$ cat config.mk
export PLATFORM = sky130hd
export DESIGN_NAME = gate_motor_controller_fsm_top_flat
export DESIGN_NICKNAME = d
export VERILOG_FILES = /design/src/rtl/core/gmc_pkg.sv /design/src/rtl/core/gmc_tick_if.sv /design/src/rtl/core/gmc_drive_if.sv /design/src/rtl/core/gate_motor_controller_fsm_top.sv /design/src/flat_wrapper.sv
export SDC_FILE = /design/constraint.sdc
export NUM_CORES = 1
export LEC_CHECK = 0
export BUFFER_PORTS_ARGS = -buffer_cell sky130_fd_sc_hd__buf_2
export CORE_MARGIN = 2
export CORE_UTILIZATION = 55
export DETAILED_ROUTE_END_ITERATION = 10
export PLACE_DENSITY = 0.77
export SLEW_MARGIN = 30
export SYNTH_ARGS = -nofsm -noshare
export SYNTH_HDL_FRONTEND = slang
export SYNTH_SLANG_ARGS = --single-unit
$ cat constraint.sdc
create_clock -name i_clk -period 4.7 [get_ports i_clk]
set_input_delay 0.705 -clock i_clk [delete_from_list [all_inputs] [get_ports i_clk]]
set_output_delay 0.705 -clock i_clk [all_outputs]
set_load 0.01 [all_outputs]
$ cat src/rtl/core/gmc_pkg.sv
// Shared types, constants and a helper function of the gate motor controller.
`default_nettype none
package gmc_pkg;

    localparam int COUNT_WIDTH = 17;
    localparam int CFG_W       = 16;
    localparam int CMP_W       = (COUNT_WIDTH > CFG_W) ? COUNT_WIDTH : CFG_W;
    localparam int STATE_W     = 3;
    localparam int CFG_IDX_W   = 1;

    localparam logic [CFG_W-1:0] MOVE_TIMEOUT_RESET = CFG_W'(2000);
    localparam logic [CFG_W-1:0] OPEN_WAIT_RESET    = CFG_W'(500);

    localparam logic [CFG_IDX_W-1:0] CFG_MOVE_TIMEOUT = CFG_IDX_W'(0);
    localparam logic [CFG_IDX_W-1:0] CFG_OPEN_WAIT    = CFG_IDX_W'(1);

    localparam logic [STATE_W-1:0] GS_INIT    = 3'd0;
    localparam logic [STATE_W-1:0] GS_CALIB   = 3'd1;
    localparam logic [STATE_W-1:0] GS_CLOSING = 3'd2;
    localparam logic [STATE_W-1:0] GS_OPENING = 3'd3;
    localparam logic [STATE_W-1:0] GS_CLOSED  = 3'd4;
    localparam logic [STATE_W-1:0] GS_OPEN    = 3'd5;
    localparam logic [STATE_W-1:0] GS_WAIT    = 3'd6;
    localparam logic [STATE_W-1:0] GS_FAULT   = 3'd7;

    typedef logic [COUNT_WIDTH-1:0] t_count;
    typedef logic [CFG_W-1:0]       t_cfg;

    typedef enum logic [7:0] {
        S_INIT    = 8'b0000_0001,
        S_CALIB   = 8'b0000_0010,
        S_CLOSING = 8'b0000_0100,
        S_OPENING = 8'b0000_1000,
        S_CLOSED  = 8'b0001_0000,
        S_OPEN    = 8'b0010_0000,
        S_WAIT    = 8'b0100_0000,
        S_FAULT   = 8'b1000_0000
    } t_state;

    localparam t_count COUNT_MAX = {COUNT_WIDTH{1'b1}};

    function automatic logic [STATE_W-1:0] state_code(input t_state st);
        logic [STATE_W-1:0] code;
        case (st)
            S_INIT:    code = GS_INIT;
            S_CALIB:   code = GS_CALIB;
            S_CLOSING: code = GS_CLOSING;
            S_OPENING: code = GS_OPENING;
            S_CLOSED:  code = GS_CLOSED;
            S_OPEN:    code = GS_OPEN;
            S_WAIT:    code = GS_WAIT;
            default:   code = GS_FAULT;
        endcase
        return code;
    endfunction

endpackage
`default_nettype wire

$ cat src/rtl/core/gmc_tick_if.sv
// Input channel carrying one sampled control tick word.
`default_nettype none
interface gmc_tick_if;
    logic valid;
    logic ready;
    logic open_limit;
    logic closed_limit;
    logic reset_button;

    modport source (output valid, output open_limit, output closed_limit,
                    output reset_button, input ready);
    modport sink (input valid, input open_limit, input closed_limit,
                  input reset_button, output ready);
endinterface
`default_nettype wire

$ cat src/rtl/core/gmc_drive_if.sv
// Output channel carrying one drive and state word per tick.
`default_nettype none
interface gmc_drive_if;
    logic       valid;
    logic       ready;
    logic       motor_close;
    logic       motor_open;
    logic       lamp_on;
    logic       buzz_on;
    logic [2:0] gate_state;

    modport source (output valid, output motor_close, output motor_open,
                    output lamp_on, output buzz_on, output gate_state, input ready);
    modport sink (input valid, input motor_close, input motor_open,
                  input lamp_on, input buzz_on, input gate_state, output ready);
endinterface
`default_nettype wire

$ cat src/rtl/core/gate_motor_controller_fsm_top.sv
// Gate motor controller top level: tick register, state machine and drive register.
//
// Each word on i_tick is one control tick with the sampled open limit, closed
// limit and reset button. For every tick the block returns exactly one word on
// o_drive: the motor, lamp and buzzer drives of the state executed on that tick
// and the new state code.
// A tick is captured in an input register; when the output register is free or
// being taken, the state machine and tick counter update and the drive word is
// loaded into the output register. One tick is accepted every cycle while
// o_drive.ready stays high.
// When the receiver stalls, the drive word holds in the output register, one
// more tick may wait in the input register, and i_tick.ready then drops until
// the drive word is taken.
// The timeout registers are written through i_cfg_we, i_cfg_idx and i_cfg_data;
// the user must write them only while the block is idle, as the block leaves this to the user.
// A synchronous active-low reset returns the machine to init, clears the
// timer and pending fault, restores the timeout registers to 2000 and 500
// ticks, and empties both registers of the pipeline.
`default_nettype none
module gate_motor_controller_fsm_top
    import gmc_pkg::*;
(
    input  wire                 i_clk,
    input  wire                 i_rst_n,
    input  wire                 i_cfg_we,
    input  wire [CFG_IDX_W-1:0] i_cfg_idx,
    input  wire [CFG_W-1:0]     i_cfg_data,
    gmc_tick_if.sink            i_tick,
    gmc_drive_if.source         o_drive
);

    t_cfg   r_move_timeout;
    t_cfg   r_open_wait;

    logic   r_in_valid;
    logic   r_in_open;
    logic   r_in_closed;
    logic   r_in_button;

    t_state r_state;
    t_state n_state;
    t_count r_cnt;
    t_count n_cnt;
    logic   r_run;
    logic   n_run;
    logic   r_fp;
    logic   n_fp;
    logic   r_fg;
    logic   n_fg;

    logic   r_out_valid;
    logic   r_out_mc;
    logic   r_out_mo;
    logic   r_out_lamp;
    logic   r_out_buzz;
    logic [STATE_W-1:0] r_out_state;

    logic   n_mc;
    logic   n_mo;
    logic   n_lamp;
    logic   n_buzz;

    logic   advance;
    t_count tick_cnt;
    logic   move_over;
    logic   wait_over;

    assign advance      = r_in_valid && (!r_out_valid || o_drive.ready);
    assign i_tick.ready = !r_in_valid || advance;

    assign tick_cnt  = r_run ? ((r_cnt == COUNT_MAX) ? r_cnt : r_cnt + 1'b1) : '0;
    assign move_over = CMP_W'(tick_cnt) > CMP_W'(r_move_timeout);
    assign wait_over = CMP_W'(tick_cnt) > CMP_W'(r_open_wait);

    always_ff @(posedge i_clk) begin
        if (!i_rst_n) begin
            r_move_timeout <= MOVE_TIMEOUT_RESET;
            r_open_wait    <= OPEN_WAIT_RESET;
        end else if (i_cfg_we) begin
            case (i_cfg_idx)
                CFG_MOVE_TIMEOUT: r_move_timeout <= i_cfg_data;
                CFG_OPEN_WAIT:    r_open_wait    <= i_cfg_data;
                default: ;
            endcase
        end
    end

    always_comb begin
        n_state = r_state;
        n_cnt   = r_cnt;
        n_run   = r_run;
        n_fp    = r_fp;
        n_fg    = r_fg;
        n_mc    = 1'b0;
        n_mo    = 1'b0;
        n_lamp  = 1'b0;
        n_buzz  = 1'b0;
        case (r_state)
            S_INIT: begin
                n_cnt   = '0;
                n_run   = 1'b0;
                n_fp    = 1'b0;
                n_fg    = 1'b0;
                n_state = S_CALIB;
            end
            S_CALIB: begin
                n_mc   = 1'b1;
                n_buzz = 1'b1;
                n_cnt  = tick_cnt;
                n_run  = 1'b1;
                if (r_in_closed) begin
                    n_cnt   = '0;
                    n_run   = 1'b0;
                    n_state = S_CLOSED;
                end else if (move_over) begin
                    n_cnt   = '0;
                    n_run   = 1'b0;
                    n_fp    = 1'b0;
                    n_state = S_FAULT;
                end
            end
            S_CLOSING: begin
                n_mc   = 1'b1;
                n_buzz = 1'b1;
                n_cnt  = tick_cnt;
                n_run  = 1'b1;
                if (r_in_closed) begin
                    n_cnt = '0;
                    n_run = 1'b0;
                    if (r_fp && !r_fg) begin
                        n_fp    = 1'b0;
                        n_state = S_FAULT;
                    end else begin
                        n_state = S_CLOSED;
                    end
                end else if (move_over) begin
                    n_cnt   = '0;
                    n_run   = 1'b0;
                    n_fp    = 1'b1;
                    n_fg    = 1'b1;
                    n_state = S_OPENING;
                end
            end
            S_OPENING: begin
                n_mo   = 1'b1;
                n_lamp = 1'b1;
                n_buzz = 1'b1;
                n_cnt  = tick_cnt;
                n_run  = 1'b1;
                if (r_in_open) begin
                    n_cnt = '0;
                    n_run = 1'b0;
                    if (r_fp && r_fg) begin
                        n_fp    = 1'b0;
                        n_state = S_FAULT;
                    end else begin
                        n_state = S_OPEN;
                    end
                end else if (move_over) begin
                    n_cnt   = '0;
                    n_run   = 1'b0;
                    n_fp    = 1'b1;
                    n_fg    = 1'b0;
                    n_state = S_CLOSING;
                end
            end
            S_CLOSED: begin
                n_state = S_OPENING;
            end
            S_OPEN: begin
                n_cnt   = '0;
                n_run   = 1'b0;
                n_state = S_WAIT;
            end
            S_WAIT: begin
                n_cnt = tick_cnt;
                n_run = 1'b1;
                if (wait_over) begin
                    n_cnt   = '0;
                    n_run   = 1'b0;
                    n_state = S_CLOSING;
                end
            end
            default: begin
                if (r_in_button) begin
                    n_state = S_INIT;
                end
            end
        endcase
    end

    always_ff @(posedge i_clk) begin
        if (!i_rst_n) begin
            r_in_valid <= 1'b0;
        end else if (i_tick.ready) begin
            r_in_valid <= i_tick.valid;
        end
    end

    always_ff @(posedge i_clk) begin
        if (i_tick.ready && i_tick.valid) begin
            r_in_open   <= i_tick.open_limit;
            r_in_closed <= i_tick.closed_limit;
            r_in_button <= i_tick.reset_button;
        end
    end

    always_ff @(posedge i_clk) begin
        if (!i_rst_n) begin
            r_state <= S_INIT;
            r_cnt   <= '0;
            r_run   <= 1'b0;
            r_fp    <= 1'b0;
            r_fg    <= 1'b0;
        end else if (advance) begin
            r_state <= n_state;
            r_cnt   <= n_cnt;
            r_run   <= n_run;
            r_fp    <= n_fp;
            r_fg    <= n_fg;
        end
    end

    always_ff @(posedge i_clk) begin
        if (!i_rst_n) begin
            r_out_valid <= 1'b0;
        end else if (advance) begin
            r_out_valid <= 1'b1;
        end else if (o_drive.ready) begin
            r_out_valid <= 1'b0;
        end
    end

    always_ff @(posedge i_clk) begin
        if (advance) begin
            r_out_mc    <= n_mc;
            r_out_mo    <= n_mo;
            r_out_lamp  <= n_lamp;
            r_out_buzz  <= n_buzz;
            r_out_state <= state_code(n_state);
        end
    end

    assign o_drive.valid       = r_out_valid;
    assign o_drive.motor_close = r_out_mc;
    assign o_drive.motor_open  = r_out_mo;
    assign o_drive.lamp_on     = r_out_lamp;
    assign o_drive.buzz_on     = r_out_buzz;
    assign o_drive.gate_state  = r_out_state;

    a_motor_exclusive: assert property (@(posedge i_clk) disable iff (!i_rst_n)
        o_drive.valid |-> !(o_drive.motor_open && o_drive.motor_close))
        else $error("motor driven in both directions");

    a_timer_idle_zero: assert property (@(posedge i_clk) disable iff (!i_rst_n)
        !r_run |-> (r_cnt == '0))
        else $error("tick count nonzero while timer idle");

    a_fault_holds: assert property (@(posedge i_clk) disable iff (!i_rst_n)
        (advance && (r_state == S_FAULT) && !r_in_button) |=> (r_state == S_FAULT))
        else $error("fault state left without reset button");

    a_stall_holds_tick: assert property (@(posedge i_clk) disable iff (!i_rst_n)
        (r_in_valid && !advance) |=> r_in_valid)
        else $error("stalled tick lost from input register");

endmodule
`default_nettype wire
$ cat src/flat_wrapper.sv
// flat-port wrapper written by rule: the top's interface ports become plain ports
module gate_motor_controller_fsm_top_flat import gmc_pkg::*;
  (i_clk, i_rst_n, i_cfg_we, i_cfg_idx, i_cfg_data, i_tick_valid, i_tick_open_limit, i_tick_closed_limit, i_tick_reset_button, i_tick_ready, o_drive_valid, o_drive_motor_close, o_drive_motor_open, o_drive_lamp_on, o_drive_buzz_on, o_drive_gate_state, o_drive_ready);
  gmc_tick_if i_tick_i ();
  gmc_drive_if o_drive_i ();
  input  wire i_clk;
  input  wire i_rst_n;
  input  wire i_cfg_we;
  input  wire [CFG_IDX_W-1:0] i_cfg_idx;
  input  wire [CFG_W-1:0] i_cfg_data;
  input wire logic [$bits(i_tick_i.valid)-1:0] i_tick_valid;
  input wire logic [$bits(i_tick_i.open_limit)-1:0] i_tick_open_limit;
  input wire logic [$bits(i_tick_i.closed_limit)-1:0] i_tick_closed_limit;
  input wire logic [$bits(i_tick_i.reset_button)-1:0] i_tick_reset_button;
  output wire logic [$bits(i_tick_i.ready)-1:0] i_tick_ready;
  output wire logic [$bits(o_drive_i.valid)-1:0] o_drive_valid;
  output wire logic [$bits(o_drive_i.motor_close)-1:0] o_drive_motor_close;
  output wire logic [$bits(o_drive_i.motor_open)-1:0] o_drive_motor_open;
  output wire logic [$bits(o_drive_i.lamp_on)-1:0] o_drive_lamp_on;
  output wire logic [$bits(o_drive_i.buzz_on)-1:0] o_drive_buzz_on;
  output wire logic [$bits(o_drive_i.gate_state)-1:0] o_drive_gate_state;
  input wire logic [$bits(o_drive_i.ready)-1:0] o_drive_ready;
  assign i_tick_i.valid = i_tick_valid;
  assign i_tick_i.open_limit = i_tick_open_limit;
  assign i_tick_i.closed_limit = i_tick_closed_limit;
  assign i_tick_i.reset_button = i_tick_reset_button;
  assign i_tick_ready = i_tick_i.ready;
  assign o_drive_valid = o_drive_i.valid;
  assign o_drive_motor_close = o_drive_i.motor_close;
  assign o_drive_motor_open = o_drive_i.motor_open;
  assign o_drive_lamp_on = o_drive_i.lamp_on;
  assign o_drive_buzz_on = o_drive_i.buzz_on;
  assign o_drive_gate_state = o_drive_i.gate_state;
  assign o_drive_i.ready = o_drive_ready;
  gate_motor_controller_fsm_top u_core (.i_clk(i_clk), .i_rst_n(i_rst_n), .i_cfg_we(i_cfg_we), .i_cfg_idx(i_cfg_idx), .i_cfg_data(i_cfg_data), .i_tick(i_tick_i), .o_drive(o_drive_i));
endmodule
==> flow_summary.toml <==
[power]
cellPowerDensity_nw_per_um2 = 262
p_leak_nw = 2.08
peakVddDrop_uv = 239

[setup_path]
crit_top_cell = "nand4_1"
crit_type = "flop to flop"
cp.required_ps = 4790
cp_top_family = "simple AND/OR/NAND/NOR gates"
critPathArrivalTime_ps = 4640
cp_slowest_cell = "or4_4"
cpPeakStageDelay_ps = 570
critPathMaxFanout = 5
critical_path.endpoint_type = "flop"
path_cells = "nand4_1, or4_4, and3_2, nand4_1, xnor2_1, and2_1, ha_1, a211oi_1, o211ai_1, a31oi_1, nand3_1, o21a_1, nand2_4, mux2i_4, nand4b_4, a2bb2oi_2, a221o_1"
path_buf_inv = 0
startpoint = "u_core.r_cnt[13]"
rr_startpoint = "u_core.r_cnt[13]"
cp-start-kind = "flop"

[grt]
grtUsageTotal = 0.266
grt_antenna_before_repair = 0
grt_use_met2 = 0.398
grt_max_degree = 28
grt_pass1_wl_um = 18800
grt-ovfl-total = 0
grt_pass1_vias = 3943
busiest_layer = "met2"
met1_usage = 0.388
use_met3 = 0.0559

[finish]
n_fill_cell = 692
layout-drive-gt1-share = 0.167
multi_input_area_um2 = 2750
layout.nets = 664
postLayoutCellArea_um2 = 5080
seqCellArea_um2 = 1520
instances_no_fill = 717
finalCoreUtilization = 0.651
antennaDiodeCount = 0
syn2layout_area_growth_pct = 13.0

[timing]
fin_skew_ps = 11.6
fmax_ghz = 0.220
hold_violations = 0
finalCriticalPeriod_ps = 4550
setup_viol = 0
worst_pin_slew_ps = 780
fin_setup_tns_ps = 0
min_period_over_period = 0.967
report.final.slew_viol_count = 0
relSlewSlack = 0.479

[routing]
ant_nets = 0
wirelength_um = 11200
routed_via_density = 6.03
drt_iter0_markers = 267
first_pass_iters = 5
wire_per_inst_um = 15.7
drcViolationCount = 0
vias = 4324

[yosys]
synth-main-ff-cell = "dfxtp_1"
post_synth.cell_area_avg_um2 = 7.86
netlist_instances = 572
synth.ff_latch_count = 71
yosysUniqueCellTypes = 69
syn_area_um2 = 4500
synth_nets = 626
ys_seq_area_frac = 0.336
postSynth.asyncResetShare = 0
synth_edf_count = 9
yosysWarnings = 0

[clock_network]
clk_pin_slew_worst_paths_ps = 80
cts_htree_levels = 3
clk_latency_ps = 350
cts_num_sinks = 71
cts_tree = "built"
clock_path_buffers = 2
ctsHoldBuffers = 0
cts-root-buf = "clkbuf_8"
numCtsBuffers = 9

[min_path]
hp-start = "u_core.r_open_wait[15]"
min_path_type = "flop to flop"

[run_status]
status = "completed"

[run]
maxCapViolCount = 0

[floorplan]
rows = 32
die_h_um = 94.4
ios = 34
start_util = 0.576
die_x_um = 94.4
die_area_um2 = 8920
design.core.area_um2 = 7810

[placed_design]
gp_congestion = 0.898
portBuffers = 33
dp.cells = 697
dpl.hpwl_um = 8480
dpl_cell_area_um2 = 4810
-- worst reg2reg max path: cells and delay by family (launching register included) --
family / cells / cell delay [ps]
compound gates: 6 / 1400
xor+xnor: 1 / 120
fa+ha+maj: 1 / 290
flops: 1 / 380
mux: 1 / 340
simple gates: 8 / 1760
-- per-stage QoR --
step           setup WS, ps  power, mW  hold WS (ps)
3_3_place_gp            183      0.847           444
5_1_grt               -20.4       1.39           487
3_5_place_dp          -54.3      0.854           452
6_report                155       1.33           460
4_1_cts               0.631       1.34           463
2_1_floorplan           276      0.803           436
-- path summary, 6_finish.rpt --
check,slack (ps),depth (start not counted),to
setup reg to reg,150,17,u_core.o_drive.gate_state[0]
setup / recovery,150,17,u_core.o_drive.gate_state[0]
hold reg to reg,460,2,u_core.r_open_wait[15]
hold / removal,460,2,u_core.r_open_wait[15]
-- state kept, by name (all words and copies together), names as in the netlist --
signal	cells
u_core.o_drive.motor_close	1
u_core.o_drive.motor_open	1
u_core.r_fg	1
u_core.r_in_button	1
u_core.r_cnt	17
u_core.o_drive.valid	1
u_core.r_in_closed	1
u_core.r_in_open	1
u_core.r_fp	1
u_core.r_open_wait	16
u_core.r_in_valid	1
u_core.r_move_timeout	16
u_core.o_drive.gate_state	3
u_core.o_drive.buzz_on	1
u_core.r_run	1
u_core.r_state	8
-- where the power goes --
group / internal (mW) / switching (mW)
Clock: 0.252 / 0.231
Combinational: 0.0775 / 0.110
Sequential: 0.641 / 0.0186
-- layout by cell type (no fill, tap or decap), drive strengths merged, types with 3 or more instances in the layout --
master / Yosys / final
nand2: 90 / 90
dfxtp: 62 / 62
buf: 9 / 56
nor2: 50 / 50
a21oi: 40 / 40
inv: 39 / 39
ha: 29 / 29
nand3: 22 / 22
o21ai: 19 / 19
a22oi: 18 / 18
o211ai: 14 / 14
nand4: 13 / 13
and2: 13 / 13
xnor2: 12 / 12
clkbuf: 20 / 12
o21a: 10 / 10
nor2b: 9 / 9
edfxtp: 9 / 9
nand2b: 8 / 8
a31oi: 8 / 8
nor3: 8 / 8
and3: 7 / 7
a211oi: 5 / 5
and4: 4 / 4
or4: 4 / 4
a21boi: 3 / 3
xor2: 3 / 3
nor3b: 3 / 3
or3: 3 / 3
nor4: 3 / 3
a211o: 3 / 3
clkinv: 0 / 3
-- cells by family (layout without fill, tap and decap cells) --
group | after synthesis | after routing | share of synthesized area
adder cells (fa/ha/maj) | 29 | 29 | 0.0807
buffers and inverters | 68 | 111 | 0.0598
flip-flops | 71 | 71 | 0.336
XOR/XNOR | 15 | 15 | 0.0292
AO/OA/AOI/OAI | 141 | 141 | 0.212
multiplexers | 3 | 3 | 0.0100
AND/OR/NAND/NOR | 245 | 245 | 0.273
-- what timing repair did --
action,in CTS,in global routing
resized for setup,1,12
setup endpoints to repair,2,20
buffers inserted,0,4
pin swaps,0,2
-- Yosys cell counts (3+ instances only) --
library cell	count	area, um^2
nor3b_1	3	22.5
xnor2_1	12	105
inv_1	39	146
o21a_1	10	75.1
nand3_1	22	110
a21boi_0	3	22.5
nand2_1	89	334
nand4_1	13	81.3
or4_1	3	22.5
and3_1	5	31.3
dfxtp_1	62	1240
o21ai_0	17	85.1
edfxtp_1	9	270
a31oi_1	8	50.1
nor3_1	8	40.0
a22oi_1	18	135
and2_1	13	81.3
a211oi_1	5	37.5
a21oi_1	39	195
xor2_1	3	26.3
clkbuf_1	19	71.3
ha_1	29	363
o211ai_1	14	105
and4_1	3	26.3
nand2b_1	8	50.1
nor2b_1	9	56.3
buf_2	7	35.0
nor2_1	50	188
-- metal layers --
| metal | up-vias | routed length [um] | part of all wire |
|---|---|---|---|
| li1 | 2112 | - | - |
| met1 | 2038 | 5380 | 0.48 |
| met2 | 160 | 4900 | 0.44 |
| met3 | 14 | 768 | 0.068 |
| met4 | 0 | 180 | 0.016 |
| met5 | - | 0 | 0 |
-- area by class of cell --
type,count,share of cell area
repair buffers,56,0.0665
well taps,102,0.0251
inverters,39,0.0288
multi-input cells,433,0.541
clock inverters,4,0.00517
clock buffers,12,0.0347
flip-flops and latches,71,0.299
Note: power is estimated with default switching activity, not from simulation.
